[src/lpfd_pkg.sv]
package lpfd_pkg;

    // Characters of the frame syntax.
    localparam logic [7:0] CHAR_COLON   = 8'h3A;
    localparam logic [7:0] CHAR_NEWLINE = 8'h0A;
    localparam logic [7:0] CHAR_COMMA   = 8'h2C;
    localparam logic [7:0] CHAR_MINUS   = 8'h2D;
    localparam logic [7:0] CHAR_PLUS    = 8'h2B;
    localparam logic [7:0] CHAR_SPACE   = 8'h20;
    localparam logic [7:0] CHAR_TAB     = 8'h09;
    localparam logic [7:0] CHAR_CR      = 8'h0D;
    localparam logic [7:0] CHAR_ZERO    = 8'h30;
    localparam logic [7:0] CHAR_NINE    = 8'h39;

    // Limits of the payload value.
    localparam logic [15:0] MAG_LIMIT = 16'd32768;
    localparam logic [15:0] POS_MAX   = 16'd32767;

    // Reset value of the fault limit register.
    localparam logic [7:0] FAULT_LIMIT_RESET = 8'd50;

    // Status of the payload parser, seen by the frame controller.
    typedef struct packed {
        logic [1:0]  field_number;
        logic [15:0] magnitude;
        logic        negative;
        logic        digit_seen;
        logic        flag_nonzero;
        logic        parse_error;
    } parse_status_t;

    // Control from the frame controller to the payload parser.
    typedef struct packed {
        logic       clear;
        logic       enable;
        logic [7:0] data;
    } parse_ctrl_t;

    // One result item.
    typedef struct packed {
        logic               frame_ok;
        logic               frame_fault;
        logic [9:0]         payload_length;
        logic               joystick_valid;
        logic signed [15:0] joystick_value;
        logic               sprint_active;
        logic [15:0]        sequence_res;
        logic               link_dead;
    } result_t;

    function automatic logic is_digit(input logic [7:0] c);
        return (c >= CHAR_ZERO) && (c <= CHAR_NINE);
    endfunction

    function automatic logic is_space(input logic [7:0] c);
        return (c == CHAR_SPACE) || ((c >= CHAR_TAB) && (c <= CHAR_CR));
    endfunction

endpackage

[src/lpfd_in_stage.sv]
module lpfd_in_stage (
    input  logic       aclk,
    input  logic       aresetn,
    input  logic       s_valid,
    output logic       s_ready,
    input  logic [7:0] s_rx_byte,
    input  logic       downstream_ready,
    output logic       step,
    output logic [7:0] step_byte
);

    logic       valid_reg;
    logic       valid_next;
    logic [7:0] byte_reg;

    // The held item moves on whenever the result register can take a result.
    assign step      = valid_reg && downstream_ready;
    assign s_ready   = !valid_reg || downstream_ready;
    assign step_byte = byte_reg;

    always_comb begin
        valid_next = valid_reg;
        if (s_valid && s_ready) begin
            valid_next = 1'b1;
        end else if (step) begin
            valid_next = 1'b0;
        end
    end

    always_ff @(posedge aclk) begin
        if (!aresetn) begin
            valid_reg <= 1'b0;
        end else begin
            valid_reg <= valid_next;
        end
    end

    // Payload register, loaded on every accepted item.
    always_ff @(posedge aclk) begin
        if (s_valid && s_ready) begin
            byte_reg <= s_rx_byte;
        end
    end

endmodule

[src/lpfd_parser.sv]
module lpfd_parser (
    input  logic                   aclk,
    input  logic                   aresetn,
    input  lpfd_pkg::parse_ctrl_t  ctrl,
    output lpfd_pkg::parse_status_t status
);

    logic [1:0]  field_number_reg, field_number_next;
    logic [15:0] acc_reg, acc_next;
    logic        negative_reg, negative_next;
    logic        sign_seen_reg, sign_seen_next;
    logic        digit_seen_reg, digit_seen_next;
    logic        field_ended_reg, field_ended_next;
    logic        flag_reg, flag_next;
    logic        error_reg, error_next;
    logic [3:0]  digit;
    logic [19:0] acc_grown;

    assign digit     = 4'(ctrl.data - lpfd_pkg::CHAR_ZERO);
    assign acc_grown = {4'd0, acc_reg} * 20'd10 + {16'd0, digit};

    // One payload byte of the "value,flag" syntax.
    always_comb begin
        field_number_next = field_number_reg;
        acc_next          = acc_reg;
        negative_next     = negative_reg;
        sign_seen_next    = sign_seen_reg;
        digit_seen_next   = digit_seen_reg;
        field_ended_next  = field_ended_reg;
        flag_next         = flag_reg;
        error_next        = error_reg;
        if (ctrl.clear) begin
            field_number_next = 2'd0;
            acc_next          = 16'd0;
            negative_next     = 1'b0;
            sign_seen_next    = 1'b0;
            digit_seen_next   = 1'b0;
            field_ended_next  = 1'b0;
            flag_next         = 1'b0;
            error_next        = 1'b0;
        end else if (ctrl.enable && (field_number_reg < 2'd2)) begin
            if (ctrl.data == lpfd_pkg::CHAR_COMMA) begin
                if (!digit_seen_reg) begin
                    error_next = 1'b1;
                end
                field_number_next = field_number_reg + 2'd1;
                digit_seen_next   = 1'b0;
                field_ended_next  = 1'b0;
                sign_seen_next    = 1'b0;
            end else if (!field_ended_reg) begin
                if (lpfd_pkg::is_digit(ctrl.data)) begin
                    digit_seen_next = 1'b1;
                    if (field_number_reg == 2'd0) begin
                        if (acc_grown > {4'd0, lpfd_pkg::MAG_LIMIT}) begin
                            acc_next = lpfd_pkg::MAG_LIMIT;
                        end else begin
                            acc_next = acc_grown[15:0];
                        end
                    end else if (digit != 4'd0) begin
                        flag_next = 1'b1;
                    end
                end else if (digit_seen_reg) begin
                    field_ended_next = 1'b1;
                end else if (!sign_seen_reg && lpfd_pkg::is_space(ctrl.data)) begin
                    // Leading whitespace is skipped.
                end else if (!sign_seen_reg && ((ctrl.data == lpfd_pkg::CHAR_MINUS) ||
                                                (ctrl.data == lpfd_pkg::CHAR_PLUS))) begin
                    sign_seen_next = 1'b1;
                    if ((field_number_reg == 2'd0) && (ctrl.data == lpfd_pkg::CHAR_MINUS)) begin
                        negative_next = 1'b1;
                    end
                end else begin
                    error_next = 1'b1;
                end
            end
        end
    end

    always_ff @(posedge aclk) begin
        if (!aresetn) begin
            field_number_reg <= 2'd0;
            acc_reg          <= 16'd0;
            negative_reg     <= 1'b0;
            sign_seen_reg    <= 1'b0;
            digit_seen_reg   <= 1'b0;
            field_ended_reg  <= 1'b0;
            flag_reg         <= 1'b0;
            error_reg        <= 1'b0;
        end else begin
            field_number_reg <= field_number_next;
            acc_reg          <= acc_next;
            negative_reg     <= negative_next;
            sign_seen_reg    <= sign_seen_next;
            digit_seen_reg   <= digit_seen_next;
            field_ended_reg  <= field_ended_next;
            flag_reg         <= flag_next;
            error_reg        <= error_next;
        end
    end

    assign status.field_number = field_number_reg;
    assign status.magnitude    = acc_reg;
    assign status.negative     = negative_reg;
    assign status.digit_seen   = digit_seen_reg;
    assign status.flag_nonzero = flag_reg;
    assign status.parse_error  = error_reg;

endmodule

[src/lpfd_frame.sv]
module lpfd_frame (
    input  logic                    aclk,
    input  logic                    aresetn,
    input  logic                    cfg_write,
    input  logic [7:0]              cfg_fault_limit,
    input  logic                    step,
    input  logic [7:0]              step_byte,
    input  lpfd_pkg::parse_status_t status,
    output lpfd_pkg::parse_ctrl_t   ctrl,
    output logic                    res_valid,
    output lpfd_pkg::result_t       res
);

    typedef enum logic [2:0] {
        PH_DIGIT0,
        PH_DIGIT1,
        PH_DIGIT2,
        PH_COLON,
        PH_PAYLOAD,
        PH_NEWLINE
    } phase_t;

    phase_t      phase_reg, phase_next;
    logic [9:0]  hlen_reg, hlen_next;
    logic [9:0]  left_reg, left_next;
    logic        hbad_reg, hbad_next;
    logic [7:0]  run_reg, run_next;
    logic        dead_reg, dead_next;
    logic [15:0] count_reg, count_next;
    logic [7:0]  limit_reg;
    logic [9:0]  hlen_base;
    logic [13:0] hlen_grown;
    logic [7:0]  run_inc;
    logic        joy_valid;
    logic [15:0] joy_value;

    assign hlen_base  = (phase_reg == PH_DIGIT0) ? 10'd0 : hlen_reg;
    assign hlen_grown = {4'd0, hlen_base} * 14'd10
                      + {10'd0, 4'(step_byte - lpfd_pkg::CHAR_ZERO)};
    assign run_inc    = (run_reg == 8'hFF) ? run_reg : run_reg + 8'd1;

    // Payload verdict, read when the closing newline arrives.
    assign joy_valid = !status.parse_error && (status.field_number != 2'd0) &&
                       ((status.field_number == 2'd2) || status.digit_seen);
    always_comb begin
        if (status.negative) begin
            joy_value = 16'(~status.magnitude + 16'd1);
        end else if (status.magnitude > lpfd_pkg::POS_MAX) begin
            joy_value = lpfd_pkg::POS_MAX;
        end else begin
            joy_value = status.magnitude;
        end
    end

    // Frame sequencing, fault counting and result formation for one item.
    always_comb begin
        phase_next  = phase_reg;
        hlen_next   = hlen_reg;
        left_next   = left_reg;
        hbad_next   = hbad_reg;
        run_next    = run_reg;
        dead_next   = dead_reg;
        count_next  = count_reg;
        ctrl.clear  = 1'b0;
        ctrl.enable = 1'b0;
        ctrl.data   = step_byte;
        res_valid   = 1'b0;
        res         = '0;
        if (step && !dead_reg) begin
            unique case (phase_reg)
                PH_DIGIT0, PH_DIGIT1, PH_DIGIT2: begin
                    hlen_next = hlen_base;
                    hbad_next = (phase_reg == PH_DIGIT0) ? 1'b0 : hbad_reg;
                    if (lpfd_pkg::is_digit(step_byte)) begin
                        hlen_next = hlen_grown[9:0];
                    end else begin
                        hbad_next = 1'b1;
                    end
                    phase_next = phase_t'(phase_reg + 3'd1);
                end
                PH_COLON: begin
                    if (hbad_reg || (step_byte != lpfd_pkg::CHAR_COLON)) begin
                        phase_next  = PH_DIGIT0;
                        run_next    = run_inc;
                        dead_next   = run_inc >= limit_reg;
                        res_valid   = 1'b1;
                        res.frame_fault = 1'b1;
                    end else begin
                        ctrl.clear = 1'b1;
                        left_next  = hlen_reg;
                        phase_next = (hlen_reg == 10'd0) ? PH_NEWLINE : PH_PAYLOAD;
                    end
                end
                PH_PAYLOAD: begin
                    ctrl.enable = 1'b1;
                    if (left_reg <= 10'd1) begin
                        left_next  = 10'd0;
                        phase_next = PH_NEWLINE;
                    end else begin
                        left_next = left_reg - 10'd1;
                    end
                end
                PH_NEWLINE: begin
                    phase_next = PH_DIGIT0;
                    res_valid  = 1'b1;
                    res.payload_length = hlen_reg;
                    if (step_byte != lpfd_pkg::CHAR_NEWLINE) begin
                        run_next  = run_inc;
                        dead_next = run_inc >= limit_reg;
                        res.frame_fault = 1'b1;
                    end else begin
                        run_next = 8'd0;
                        res.frame_ok = 1'b1;
                        if (joy_valid) begin
                            count_next         = count_reg + 16'd1;
                            res.joystick_valid = 1'b1;
                            res.joystick_value = joy_value;
                            res.sprint_active  = status.flag_nonzero;
                        end
                    end
                end
                default: begin
                    phase_next = PH_DIGIT0;
                end
            endcase
        end
        res.sequence_res = count_next;
        res.link_dead    = dead_next;
    end

    always_ff @(posedge aclk) begin
        if (!aresetn) begin
            phase_reg <= PH_DIGIT0;
            hlen_reg  <= 10'd0;
            left_reg  <= 10'd0;
            hbad_reg  <= 1'b0;
            run_reg   <= 8'd0;
            dead_reg  <= 1'b0;
            count_reg <= 16'd0;
            limit_reg <= lpfd_pkg::FAULT_LIMIT_RESET;
        end else begin
            phase_reg <= phase_next;
            hlen_reg  <= hlen_next;
            left_reg  <= left_next;
            hbad_reg  <= hbad_next;
            run_reg   <= run_next;
            dead_reg  <= dead_next;
            count_reg <= count_next;
            if (cfg_write) begin
                limit_reg <= cfg_fault_limit;
            end
        end
    end

endmodule

[src/lpfd_out_stage.sv]
module lpfd_out_stage (
    input  logic              aclk,
    input  logic              aresetn,
    input  logic              load,
    input  lpfd_pkg::result_t res,
    output logic              can_take,
    output logic              m_valid,
    input  logic              m_ready,
    output lpfd_pkg::result_t m_res
);

    logic              valid_reg;
    logic              valid_next;
    lpfd_pkg::result_t res_reg;

    // The register takes a new result when empty or emptying this cycle.
    assign can_take = !valid_reg || m_ready;
    assign m_valid  = valid_reg;
    assign m_res    = res_reg;

    always_comb begin
        valid_next = valid_reg && !m_ready;
        if (load) begin
            valid_next = 1'b1;
        end
    end

    always_ff @(posedge aclk) begin
        if (!aresetn) begin
            valid_reg <= 1'b0;
        end else begin
            valid_reg <= valid_next;
        end
    end

    always_ff @(posedge aclk) begin
        if (load) begin
            res_reg <= res;
        end
    end

endmodule

[src/length_prefixed_frame_deframer.sv]
// Length-prefixed frame deframer.
// Input channel (s_valid, s_ready, s_rx_byte) takes one received byte per item.
// Frames are three ASCII length digits, a colon, the payload and a newline.
// The result channel (m_valid, m_ready, m_*) gives one item for each frame end
// or framing fault; bytes inside a frame give no result.
// The configuration channel (cfg_valid, cfg_ready, cfg_fault_limit) sets how
// many faults in a row declare the link dead; write it while the block is idle.
// Path: a byte is held in the input register, processed when the result register
// can take a result, and its result is registered there and driven on the m_ ports.
// Throughput: one byte per cycle while the result register can take a result, set
// by the single processing stage between the input and result registers.
// When the receiver stalls, the result register holds and the input register
// keeps its byte; s_ready falls only when both are full.
// After link_dead is reported, further bytes are taken and dropped.
// Reset (aresetn low, synchronous) empties both registers, restarts the header
// search, clears the counters and loads a fault limit of 50.
module length_prefixed_frame_deframer (
    input  logic               aclk,
    input  logic               aresetn,
    input  logic               s_valid,
    output logic               s_ready,
    input  logic [7:0]         s_rx_byte,
    output logic               m_valid,
    input  logic               m_ready,
    output logic               m_frame_ok,
    output logic               m_frame_fault,
    output logic [9:0]         m_payload_length,
    output logic               m_joystick_valid,
    output logic signed [15:0] m_joystick_value,
    output logic               m_sprint_active,
    output logic [15:0]        m_sequence_res,
    output logic               m_link_dead,
    input  logic               cfg_valid,
    output logic               cfg_ready,
    input  logic [7:0]         cfg_fault_limit
);

    logic                    step;
    logic [7:0]              step_byte;
    logic                    can_take;
    logic                    res_valid;
    lpfd_pkg::result_t       res;
    lpfd_pkg::result_t       m_res;
    lpfd_pkg::parse_ctrl_t   ctrl;
    lpfd_pkg::parse_status_t status;

    // The configuration register is always ready.
    assign cfg_ready = 1'b1;

    lpfd_in_stage u_in_stage (
        .aclk             (aclk),
        .aresetn          (aresetn),
        .s_valid          (s_valid),
        .s_ready          (s_ready),
        .s_rx_byte        (s_rx_byte),
        .downstream_ready (can_take),
        .step             (step),
        .step_byte        (step_byte)
    );

    lpfd_parser u_parser (
        .aclk    (aclk),
        .aresetn (aresetn),
        .ctrl    (ctrl),
        .status  (status)
    );

    lpfd_frame u_frame (
        .aclk            (aclk),
        .aresetn         (aresetn),
        .cfg_write       (cfg_valid && cfg_ready),
        .cfg_fault_limit (cfg_fault_limit),
        .step            (step),
        .step_byte       (step_byte),
        .status          (status),
        .ctrl            (ctrl),
        .res_valid       (res_valid),
        .res             (res)
    );

    lpfd_out_stage u_out_stage (
        .aclk     (aclk),
        .aresetn  (aresetn),
        .load     (res_valid),
        .res      (res),
        .can_take (can_take),
        .m_valid  (m_valid),
        .m_ready  (m_ready),
        .m_res    (m_res)
    );

    // Result fields onto their own ports.
    assign m_frame_ok       = m_res.frame_ok;
    assign m_frame_fault    = m_res.frame_fault;
    assign m_payload_length = m_res.payload_length;
    assign m_joystick_valid = m_res.joystick_valid;
    assign m_joystick_value = m_res.joystick_value;
    assign m_sprint_active  = m_res.sprint_active;
    assign m_sequence_res   = m_res.sequence_res;
    assign m_link_dead      = m_res.link_dead;

endmodule

[config.mk]
export PLATFORM = sky130hd
export DESIGN_NAME = length_prefixed_frame_deframer
export DESIGN_NICKNAME = d
export VERILOG_FILES = /design/src/lpfd_pkg.sv /design/src/lpfd_in_stage.sv /design/src/lpfd_parser.sv /design/src/lpfd_frame.sv /design/src/lpfd_out_stage.sv /design/src/length_prefixed_frame_deframer.sv
export SDC_FILE = /design/constraint.sdc
export NUM_CORES = 1
export LEC_CHECK = 0
export ABC_AREA = 1
export BUFFER_PORTS_ARGS = -buffer_cell sky130_fd_sc_hd__clkbuf_2
export CAP_MARGIN = 20
export CELL_PAD_IN_SITES_DETAIL_PLACEMENT = 1
export CELL_PAD_IN_SITES_GLOBAL_PLACEMENT = 2
export CORE_AREA = 2 2 170 172
export CTS_CLUSTER_SIZE = 10
export DETAILED_ROUTE_END_ITERATION = 7
export DIE_AREA = 0 0 172 174
export PLACE_DENSITY_LB_ADDON = 0.1
export SLEW_MARGIN = 20
export SYNTH_ARGS = -nofsm -noshare
export SYNTH_HDL_FRONTEND = slang
export SYNTH_SLANG_ARGS = --single-unit
[constraint.sdc]
create_clock -name aclk -period 2.96 [get_ports aclk]
set_clock_uncertainty 0.2 [all_clocks]
set_input_delay 0.148 -clock aclk [delete_from_list [all_inputs] [get_ports aclk]]
set_output_delay 0.148 -clock aclk [all_outputs]
set_load 0.01 [all_outputs]
==> results of run 1 <==
## routing by layer
metal / vias to the layer above / track usage, %
met2: 85 / 30.0
met3: 12 / 2.55
met5: - / 0
li1: 4385 / -
met1: 4069 / 26.8
met4: 0 / 4.06
## synthesized netlist by cell type (4+ instances only)
library cell | number | area share [%]
sky130_fd_sc_hd__a211oi_1 | 10 | 0.85
sky130_fd_sc_hd__a21oi_1 | 90 | 5.1
sky130_fd_sc_hd__a221oi_1 | 5 | 0.50
sky130_fd_sc_hd__a31oi_1 | 11 | 0.78
sky130_fd_sc_hd__clkbuf_1 | 15 | 0.64
sky130_fd_sc_hd__clkinv_1 | 6 | 0.25
sky130_fd_sc_hd__dfxtp_1 | 83 | 19
sky130_fd_sc_hd__edfxtp_1 | 55 | 19
sky130_fd_sc_hd__fa_1 | 4 | 0.91
sky130_fd_sc_hd__ha_1 | 66 | 9.3
sky130_fd_sc_hd__inv_1 | 176 | 7.5
sky130_fd_sc_hd__inv_2 | 12 | 0.51
sky130_fd_sc_hd__nand2_1 | 226 | 9.6
sky130_fd_sc_hd__nand2_2 | 14 | 0.99
sky130_fd_sc_hd__nand3_1 | 50 | 2.8
sky130_fd_sc_hd__nand3_2 | 5 | 0.57
sky130_fd_sc_hd__nand3b_1 | 4 | 0.34
sky130_fd_sc_hd__nand4_1 | 36 | 2.5
sky130_fd_sc_hd__nor2_1 | 130 | 5.5
sky130_fd_sc_hd__nor2_2 | 6 | 0.43
sky130_fd_sc_hd__nor3_1 | 31 | 1.8
sky130_fd_sc_hd__nor4_1 | 6 | 0.43
sky130_fd_sc_hd__o21ai_0 | 42 | 2.4
sky130_fd_sc_hd__o22ai_1 | 5 | 0.35
sky130_fd_sc_hd__or2_2 | 6 | 0.43
sky130_fd_sc_hd__xnor2_1 | 5 | 0.50
sky130_fd_sc_hd__xor2_1 | 20 | 2.0
## final cells by class
type                       instances  area share [%]
clock inverter                    11            1.16
multi-input combinational        818            42.7
timing repair buffer             253            15.1
clock buffer                      21            3.93
tap                              384            3.91
sequential                       138            27.1
inverter                         195            6.01
## layout by cell type, fill, tap and decap left out, drive strengths merged, types with 3 or more instances in the layout
cell / netlist / layout
dfxtp: 83 / 83
a22oi: 3 / 3
nand4: 36 / 36
clkbuf: 15 / 90
xor2: 21 / 21
a221oi: 5 / 5
nor2: 141 / 142
xnor2: 5 / 5
o21ai: 44 / 44
ha: 66 / 66
nor3: 36 / 36
nand2: 243 / 245
nand3: 57 / 57
a211oi: 10 / 10
a21oi: 91 / 91
edfxtp: 55 / 55
nand3b: 4 / 4
a31oi: 11 / 11
o21a: 3 / 3
bufinv: 0 / 3
dlygate4sd3: 0 / 34
or2: 7 / 7
clkinv: 7 / 12
fa: 4 / 4
o22ai: 5 / 5
inv: 188 / 190
o211ai: 3 / 3
nor4: 6 / 6
buf: 7 / 150
## metrics by stage
stage          instances  total power (uW)  setup WS (ps)  instance area [um2]  setup TNS [ps]
2_1_floorplan       1170              2130          -42.6                 8900            -426
3_3_place_gp        1729              2200           -325                10600           -5270
3_5_place_dp        1729              2200           -346                10600           -5840
4_1_cts             1812              4570           -216                11900           -3080
5_1_grt             1820              4680           -483                12300           -7700
6_report            1820              4520           -195                12300           -2860
## report_power, final
part	switching, uW	total [uW]	internal (uW)	leakage, uW
sequential	10.6	1990	1980	0.00119
combinational	128	242	114	0.00392
clock	862	2290	1420	0.000305
## what timing repair did
item                       in CTS  in global routing
hold buffers                   34                  0
cloned                          3                  0
hold endpoints to repair       21                  0
gates resized for setup        68                 60
pin swaps                      55                 51
buffers inserted               14                  8
setup endpoints to repair      23                 33
## worst min-delay path, stage by stage
cell and delay, ps:
sky130_fd_sc_hd__clkbuf_2 80, sky130_fd_sc_hd__nand2_1 190, sky130_fd_sc_hd__inv_1 220
## logic make-up (layout without fill, tap and decap cells)
group	Yosys count	after routing
adder cells (fa/ha/maj)	70	70
AND/OR/NAND/NOR	533	536
flip-flops	138	138
other	1	1
buffers and inverters	217	480
AO/OA/AOI/OAI	185	185
XOR/XNOR	26	26
## how the worst max path moves through the flow
stage                            to                 start  slack [ps]  depth (start not counted)
2_1_floorplan  u_parser.acc_reg[10]   u_parser.acc_reg[1]         -40                         19
3_3_place_gp   u_parser.acc_reg[15]  u_parser.acc_reg[11]        -330                         16
3_5_place_dp   u_parser.acc_reg[15]  u_parser.acc_reg[11]        -350                         16
4_1_cts        u_parser.acc_reg[15]   u_parser.acc_reg[1]        -220                         17
5_1_grt         u_parser.acc_reg[7]   u_parser.acc_reg[1]        -480                         17
6_report       u_parser.acc_reg[15]   u_parser.acc_reg[3]        -200                         16
==> impl_metrics.json, run 1 <==
{
  "tightestPinTransition_ps": 752,
  "detail_route.wirelength.met1_um": 13900,
  "max_stage_delay_ps": 400,
  "timing.final.hold_violations": 0,
  "yosys_most_used_dff": "sky130_fd_sc_hd__dfxtp_1",
  "syn-mean-instance-area_um2": 7.55,
  "muxShareOfSynthArea_pct": 0,
  "slew_headroom_pct": 49.9,
  "clock_path_buffers": 2,
  "start_kind": "register",
  "cts.htree.levels": 4,
  "gp_congestion": 0.769,
  "num-fill-cells": 3464,
  "worstHoldEndpoint": "u_in_stage.step_byte[3]",
  "grt_overflow_total": 0,
  "viasPerCell": 4.70,
  "criticalPathCategory": "reg -> reg",
  "number_of_antenna_violations_at_the_first_check_in_global_routing": 0,
  "synthAdderAreaFrac_pct": 10.3,
  "dr.pass1.iters": 4,
  "fin_hold_ws_ps": 225,
  "clock_insertion_delay_worst_skew_ps": 430,
  "setup_slack_ps": -195,
  "root_buffer_cell": "sky130_fd_sc_hd__clkbuf_16",
  "vias": 8551,
  "grt_pass1_wl_um": 44800,
  "synth_seq_area_share_pct": 37.5,
  "maxUsedRoutingLayer": "met4",
  "period_needed_ps": 3160,
  "cts.reportedPaths.clkPinSlew_ps": 60,
  "post-route-drc-count": 0,
  "worstPathArrival_ps": 3330,
  "synthesis.yosys.warnings": 0,
  "first_iter_violations": 335,
  "coreArea_um2": 28200,
  "critical_path.reg2reg.startpoint": "u_parser.acc_reg[3]",
  "cts_inserted_buffers": 17,
  "critical_path.cell_chain": "ha_1 -> ha_1 -> nand3_1 -> nand3_2 -> buf_4 -> nand2_2 -> nand2_4 -> nand3_4 -> nor2_4 -> nand2_4 -> nor2_8 -> xor2_2 -> buf_4 -> or2_0 -> o21ai_1 -> inv_1",
  "seqCellArea_um2": 3330,
  "wl_met2_um": 12500,
  "layout_worst_path_cycle_share_pct": 107,
  "synth_edf_count": 55,
  "static-leakage-power_uw": 0.00542,
  "dieArea_um2": 29900,
  "routedWlPerCell_um": 15.0,
  "hold_path_class": "in -> reg",
  "ios": 71,
  "hold_path_depth": 3,
  "number_of_inserted_diodes": 0,
  "critical_path_required_ps": 3140,
  "die_y_um": 174,
  "grt_max_degree": 39,
  "floorplan.initialDensity_pct": 31.3,
  "xor_xnor_portion_of_the_synthesized_cell_area_pct": 2.66,
  "run_status": "finished, violations left",
  "clock_sinks": 138,
  "grt_pass1_vias": 8652,
  "violated_checks": "negative setup slack",
  "critPathCaptureType": "register",
  "totalWireLength_um": 27400,
  "port-buffer-count": 69,
  "synthSimpleGateAreaFrac_pct": 28.1,
  "critPathMaxFanout": 6,
  "synth_top_family_by_area": "simple AND/OR/NAND/NOR gates",
  "critical_path.slowest_cell": "sky130_fd_sc_hd__ha_1",
  "cts_tree": "done",
  "dieWidth_um": 172,
  "synthDistinctLibCells": 56,
  "ir_worst_vdd_uv": 355,
  "synth_fp_nets": 1261,
  "combined_global_route_utilization_of_all_metal_layers_pct": 18.8,
  "std_cell_rows": 62,
  "nets": 1514,
  "finalCoreUtilization_pct": 43.5,
  "setup_viol": 17,
  "antenna_violating_nets_post_route": 0,
  "dr_wl_met3_um": 693,
  "critical_path.top_delay_family": "simple AND/OR/NAND/NOR gates",
  "r2r_setup_slack_ps": -200,
  "timing.reg2reg.worst_path_depth": 16,
  "unrepaired_setup_endpoints_after_global_routing": "yes",
  "synthCells": 1170,
  "mappedNetlistArea_um2": 8830,
  "complex_gate_fraction_of_the_synthesized_area_pct": 11.9,
  "drv_cap": 0,
  "worst_r2r_endpoint": "u_parser.acc_reg[15]",
  "postSynth.asyncResetShare_pct": 0,
  "multi_input_area_um2": 5250,
  "clock.fmax_mhz": 317,
  "ys_seq_elements": 138,
  "cellPowerDensity_nw_per_um2": 368,
  "largest_register_ffs": 47,
  "synthToLayoutAreaGrowth_pct": 39.0,
  "share_of_cells_above_drive_strength_1_pct": 28.9,
  "holdCritStartpoint": "s_valid",
  "timing_max_transition_violations_final": 0,
  "critPathBufInv": 3,
  "detailed_place_hpwl_um": 20800
}
Power figures use the tool's default switching activity.
==> inputs of run 2 (changes only) <==
- CORE_AREA: 2 2 170 172 -> 2 2 167 169
- CTS_BUF_LIST: unset -> sky130_fd_sc_hd__clkbuf_2 sky130_fd_sc_hd__clkbuf_4 sky130_fd_sc_hd__clkbuf_8
- DIE_AREA: 0 0 172 174 -> 0 0 169 171
- SKIP_LAST_GASP: unset -> 1
==> impl_metrics.json, run 2 (same netlist as run 1, synthesis figures left out) <==
{
  "run_status": "finished, violations left",
  "violated_checks": "negative setup slack",
  "period_needed_ps": 3140,
  "clock_path_buffers": 2,
  "slew_headroom_pct": 51.2,
  "routedWlPerCell_um": 15.4,
  "grt_overflow_total": 0,
  "power.switching_fraction_pct": 25.2,
  "preCtsSetupSlack_ps": -333,
  "cts.reportedPaths.clkPinSlew_ps": 90,
  "clock_sinks": 138,
  "ios": 71,
  "top_usage_layer": "met2",
  "cts_inserted_buffers": 17,
  "pwr-share-clk_pct": 41.8,
  "critPathMaxFanout": 8,
  "p_sw_uw": 965,
  "grt_pass1_wl_um": 44600,
  "viasPerCell": 4.78,
  "combined_global_route_utilization_of_all_metal_layers_pct": 19.3,
  "floorplan.initialDensity_pct": 32.3,
  "die_y_um": 171,
  "dieWidth_um": 169,
  "drv_cap": 0,
  "groute.layer.met1.usage_pct": 27.1,
  "share_of_cells_above_drive_strength_1_pct": 30.1,
  "port-buffer-count": 69,
  "unrepaired_setup_endpoints_after_global_routing": "yes",
  "share_seq_of_total_power_pct": 51.8,
  "start_kind": "register",
  "worstPathArrival_ps": 3330,
  "mostFrequentLayoutCell": "sky130_fd_sc_hd__nand2_1",
  "clock.fmax_mhz": 318,
  "number_of_inserted_diodes": 0,
  "setup_viol": 17,
  "std_cell_rows": 61,
  "synthToLayoutAreaGrowth_pct": 37.0,
  "combinationalPowerShare_pct": 6.4,
  "dr.pass1.iters": 4,
  "root_buffer_cell": "sky130_fd_sc_hd__clkbuf_8",
  "post-route-drc-count": 0,
  "timing.final.hold_violations": 0,
  "hold_path_class": "in -> reg",
  "nets": 1519,
  "clock_insertion_delay_worst_skew_ps": 460,
  "hold_path_depth": 3,
  "vias": 8549,
  "globalRouteMet3Util_pct": 2.73,
  "ir_worst_vdd_uv": 179,
  "antenna_violating_nets_post_route": 0,
  "static-leakage-power_uw": 0.00538,
  "dieArea_um2": 28900,
  "critPathCaptureType": "register",
  "first_iter_violations": 384,
  "fin_hold_ws_ps": 53.7,
  "critical_path_required_ps": 3140,
  "layout_worst_path_cycle_share_pct": 106,
  "setup_slack_ps": -184,
  "totalWireLength_um": 27600,
  "cellPowerDensity_nw_per_um2": 317,
  "grt_pass1_vias": 8614,
  "gp_congestion": 0.788,
  "cts.htree.levels": 4,
  "timing.reg2reg.worst_path_depth": 16,
  "gr-usage-met2_pct": 32.1,
  "largest_register_ffs": 47,
  "criticalPathCategory": "reg -> reg",
  "detailed_place_hpwl_um": 20800,
  "cts_tree": "done",
  "grt_max_degree": 26,
  "tightestPinTransition_ps": 732,
  "timing_max_transition_violations_final": 0,
  "coreArea_um2": 27300,
  "layout_common_cells": "206 x sky130_fd_sc_hd__nand2_1, 164 x sky130_fd_sc_hd__inv_1, 145 x sky130_fd_sc_hd__buf_4",
  "internal_power_uw": 2870,
  "finalCoreUtilization_pct": 44.3,
  "number_of_antenna_violations_at_the_first_check_in_global_routing": 0
}
-- run 2: cell types whose count changed in the layout (fill, tap and decap cells not counted), sizes merged --
cell         before  now
buf             150  156
clkbuf           90   88
clkinvlp          1    3
inv             190  192
bufinv            3    2
clkinv           12   11
dlygate4sd3      34   33
-- run 2: power groups by stage --
| stage | logic (uW) | registers [uW] | clock network (uW) |
|---|---|---|---|
| floorplan | 93.9 | 2030 | 0 |
| global placement | 171 | 2030 | 0 |
| detailed placement | 173 | 2030 | 0 |
| CTS | 223 | 1990 | 1650 |
| global route | 270 | 1990 | 1750 |
| finish | 244 | 1990 | 1600 |
-- run 2: path summary, 6_finish.rpt --
check / startpoint / end / slack, ps
max: u_parser.acc_reg[1] / u_parser.acc_reg[4] / -180
min: cfg_valid / u_frame.limit_reg[7] / 50
max reg2reg: u_parser.acc_reg[1] / u_parser.acc_reg[4] / -180
min reg2reg: u_parser.error_reg / u_parser.error_reg / 250
-- run 2: layout make-up --
class / instances / area (um2)
tap: 346 / 433
sequential: 138 / 3340
clock inverter: 13 / 144
multi-input combinational: 818 / 5300
fill: 3370 / 15200
clock buffer: 19 / 249
inverter: 195 / 737
timing repair buffer: 258 / 1910
-- run 2: metal layers --
layer | vias up | part of all wire [%] | wire length, um
met1 | 4061 | 51 | 14000
met2 | 87 | 47 | 12900
met5 | - | 0 | 0
met4 | 0 | 0.47 | 129
met3 | 7 | 2.0 | 549
li1 | 4394 | - | -
-- run 2: what timing repair did --
| action | 4_1_cts | 5_1_grt |
|---|---|---|
| gates resized for setup | 55 | 93 |
| endpoints found under the setup margin | 23 | 27 |
| buffers inserted | 13 | 15 |
| gates cloned | 2 | 1 |
| hold buffers | 33 | 0 |
| hold endpoints to repair | 21 | 0 |
| pin swaps | 30 | 69 |
-- run 2: per-stage QoR --
stage	total power (uW)	cells	TNS [ps]	cell area, um2
after global placement	2200	1691	-3740	10500
after detailed placement	2210	1691	-5190	10500
after CTS	3860	1771	-3810	11600
after global routing	4010	1787	-6860	12100
after floorplan	2130	1170	-426	8900
final	3840	1787	-2750	12100
-- run 2: worst max-delay path, cell delays in order (launching register included) --
cell                       delay (ps)
sky130_fd_sc_hd__dfxtp_4          360
sky130_fd_sc_hd__ha_4             240
sky130_fd_sc_hd__ha_4             160
sky130_fd_sc_hd__fa_2             530
sky130_fd_sc_hd__nand2_1           50
sky130_fd_sc_hd__inv_1             60
sky130_fd_sc_hd__nand4_1          150
sky130_fd_sc_hd__a21oi_2          200
sky130_fd_sc_hd__nand3_2          120
sky130_fd_sc_hd__nor2_4           120
sky130_fd_sc_hd__nand4_1          120
sky130_fd_sc_hd__clkinv_1          90
sky130_fd_sc_hd__nand4_1           80
sky130_fd_sc_hd__buf_4            190
sky130_fd_sc_hd__nand2_8          110
sky130_fd_sc_hd__nand4_1          120
sky130_fd_sc_hd__a21oi_2          170
==> inputs of run 3 (changes only) <==
- CORE_AREA: 2 2 167 169 -> 2 2 142 199
- DIE_AREA: 0 0 169 171 -> 0 0 144 201
==> impl_metrics.json, run 3 (same netlist as run 1, synthesis figures left out) <==
{
  "timing.reg2reg.worst_path_depth": 16,
  "worstHoldEndpoint": "u_in_stage.step_byte[0]",
  "holdCritStartpoint": "s_valid",
  "critical_path.cell_chain": "ha_4 -> ha_4 -> fa_2 -> nand2_2 -> inv_2 -> nand4_1 -> a21oi_2 -> nand3_2 -> and2_4 -> nor2_4 -> nand3_2 -> nor2_2 -> nand2_4 -> nand2_8 -> nand4_1 -> a21oi_1",
  "cts.reportedPaths.clkPinSlew_ps": 80,
  "unrepaired_setup_endpoints_after_global_routing": "yes",
  "routedWlPerCell_um": 16.0,
  "pwr-share-clk_pct": 43.9,
  "layout_common_cells": "209 x sky130_fd_sc_hd__nand2_1, 168 x sky130_fd_sc_hd__inv_1, 151 x sky130_fd_sc_hd__buf_4",
  "nets": 1523,
  "combined_global_route_utilization_of_all_metal_layers_pct": 20.4,
  "die_y_um": 201,
  "critPathCaptureType": "register",
  "cts.htree.levels": 4,
  "mostFrequentLayoutCell": "sky130_fd_sc_hd__nand2_1",
  "timing.final.hold_violations": 0,
  "ir_worst_vdd_uv": 254,
  "run_status": "finished, violations left",
  "layout_worst_path_cycle_share_pct": 111,
  "period_needed_ps": 3300,
  "antenna_violating_nets_post_route": 0,
  "largest_register_ffs": 47,
  "grt_max_degree": 49,
  "gp_congestion": 0.806,
  "viasPerCell": 4.82,
  "totalWireLength_um": 29000,
  "worst_r2r_endpoint": "u_parser.acc_reg[12]",
  "clock_insertion_delay_worst_skew_ps": 490,
  "ios": 71,
  "share_seq_of_total_power_pct": 50.2,
  "critPathMaxFanout": 8,
  "std_cell_rows": 72,
  "power.switching_fraction_pct": 23.3,
  "critical_path.slowest_cell": "sky130_fd_sc_hd__fa_2",
  "r2r_setup_slack_ps": -340,
  "grt_pass1_wl_um": 46000,
  "detailed_place_hpwl_um": 22400,
  "drv_cap": 0,
  "tightestPinTransition_ps": 759,
  "dieArea_um2": 28900,
  "hold_path_class": "in -> reg",
  "setup_viol": 17,
  "worstPathArrival_ps": 3520,
  "share_of_cells_above_drive_strength_1_pct": 29.6,
  "start_kind": "register",
  "detailed_place.area_um2": 10600,
  "fin_area_um2": 12100,
  "number_of_inserted_diodes": 0,
  "timing_max_transition_violations_final": 0,
  "max_stage_delay_ps": 560,
  "synthToLayoutAreaGrowth_pct": 37.3,
  "setup_slack_ps": -339,
  "vias": 8740,
  "criticalPathCategory": "reg -> reg",
  "slew_headroom_pct": 49.4,
  "violated_checks": "negative setup slack",
  "hold_path_depth": 3,
  "clock_sinks": 138,
  "cellPowerDensity_nw_per_um2": 327,
  "critical_path_required_ps": 3180,
  "floorplan.initialDensity_pct": 32.4,
  "grt_overflow_total": 0,
  "combinationalPowerShare_pct": 5.9,
  "cts_tree": "done",
  "dieWidth_um": 144,
  "grt_pass1_vias": 9256,
  "post-route-drc-count": 0,
  "first_iter_violations": 298,
  "critical_path.reg2reg.startpoint": "u_parser.acc_reg[1]",
  "clock_path_buffers": 2,
  "internal_power_uw": 3040,
  "clock.fmax_mhz": 303,
  "cts_inserted_buffers": 17,
  "finalCoreUtilization_pct": 44.4,
  "coreArea_um2": 27300,
  "static-leakage-power_uw": 0.00535,
  "dr.pass1.iters": 4,
  "port-buffer-count": 69,
  "number_of_antenna_violations_at_the_first_check_in_global_routing": 0,
  "p_sw_uw": 924,
  "root_buffer_cell": "sky130_fd_sc_hd__clkbuf_8"
}
run 3: changes by cell type in the layout (fill, tap and decap cells not counted), sizes merged:
cell         previous run  this run
bufinv                  2         4
clkbuf                 88        89
dlygate4sd3            33        35
clkinv                 11         8
buf                   156       158
run 3: final cells by class:
cell class / count / area [um2]
clock buffer: 20 / 263
timing repair buffer: 262 / 1930
tap: 370 / 463
multi-input combinational: 818 / 5230
sequential: 138 / 3340
fill: 3389 / 15200
clock inverter: 12 / 170
inverter: 195 / 733
run 3: worst max path at each step:
| stage | start | end |
|---|---|---|
| global route | u_parser.acc_reg[1] | u_parser.acc_reg[15] |
| detailed placement | u_parser.acc_reg[8] | u_parser.acc_reg[15] |
| global placement | u_parser.acc_reg[8] | u_parser.acc_reg[6] |
| finish | u_parser.acc_reg[1] | u_parser.acc_reg[12] |
| CTS | u_parser.acc_reg[1] | u_parser.acc_reg[15] |
| floorplan | u_parser.acc_reg[1] | u_parser.acc_reg[10] |
run 3: timing repair:
action                                  in CTS  in global routing
pin swaps                                   40                 59
cloned                                       2                  1
endpoints found under the setup margin      22                 24
hold buffers                                35                  0
setup buffers                               16                 10
hold endpoints to repair                    21                  0
resized for setup                           55                 73
run 3: power by group through the flow:
stage                     combinational [uW]  clock [uW]  sequential (uW)
after global routing                     260        1860             1990
after global placement                   165           0             2030
after floorplan                         93.9           0             2030
after CTS                                223        1790             1990
final                                    235        1740             1990
after detailed placement                 167           0             2030
run 3: layer usage:
layer | global-route usage (%) | vias to the layer above | part of all wire, % | routed length (um)
li1 | - | 4392 | - | -
met5 | 0 | - | 0 | 0
met4 | 6.44 | 0 | 2.4 | 707
met3 | 3.94 | 46 | 2.7 | 778
met1 | 20.0 | 4220 | 37 | 10600
met2 | 41.4 | 82 | 58 | 16900
run 3: worst max-delay path, delay by kind of cell, from the launching register on:
family	cells	cell delay, ps
adders and majority gates	3	970
and+or+nand+nor	10	1200
buffers and inverters	1	50
AOI/OAI and AO/OA	2	420
DFF	1	360
run 3: through the flow:
stage,setup slack [ps],hold slack (ps),power (uW),std cells,setup TNS [ps]
after CTS,-298,133,4000,1804,-4450
after floorplan,-42.6,46.9,2130,1170,-426
after global placement,-406,128,2200,1719,-6320
after detailed placement,-424,130,2200,1719,-6900
after global routing,-498,163,4120,1815,-8460
final,-339,156,3970,1815,-4970
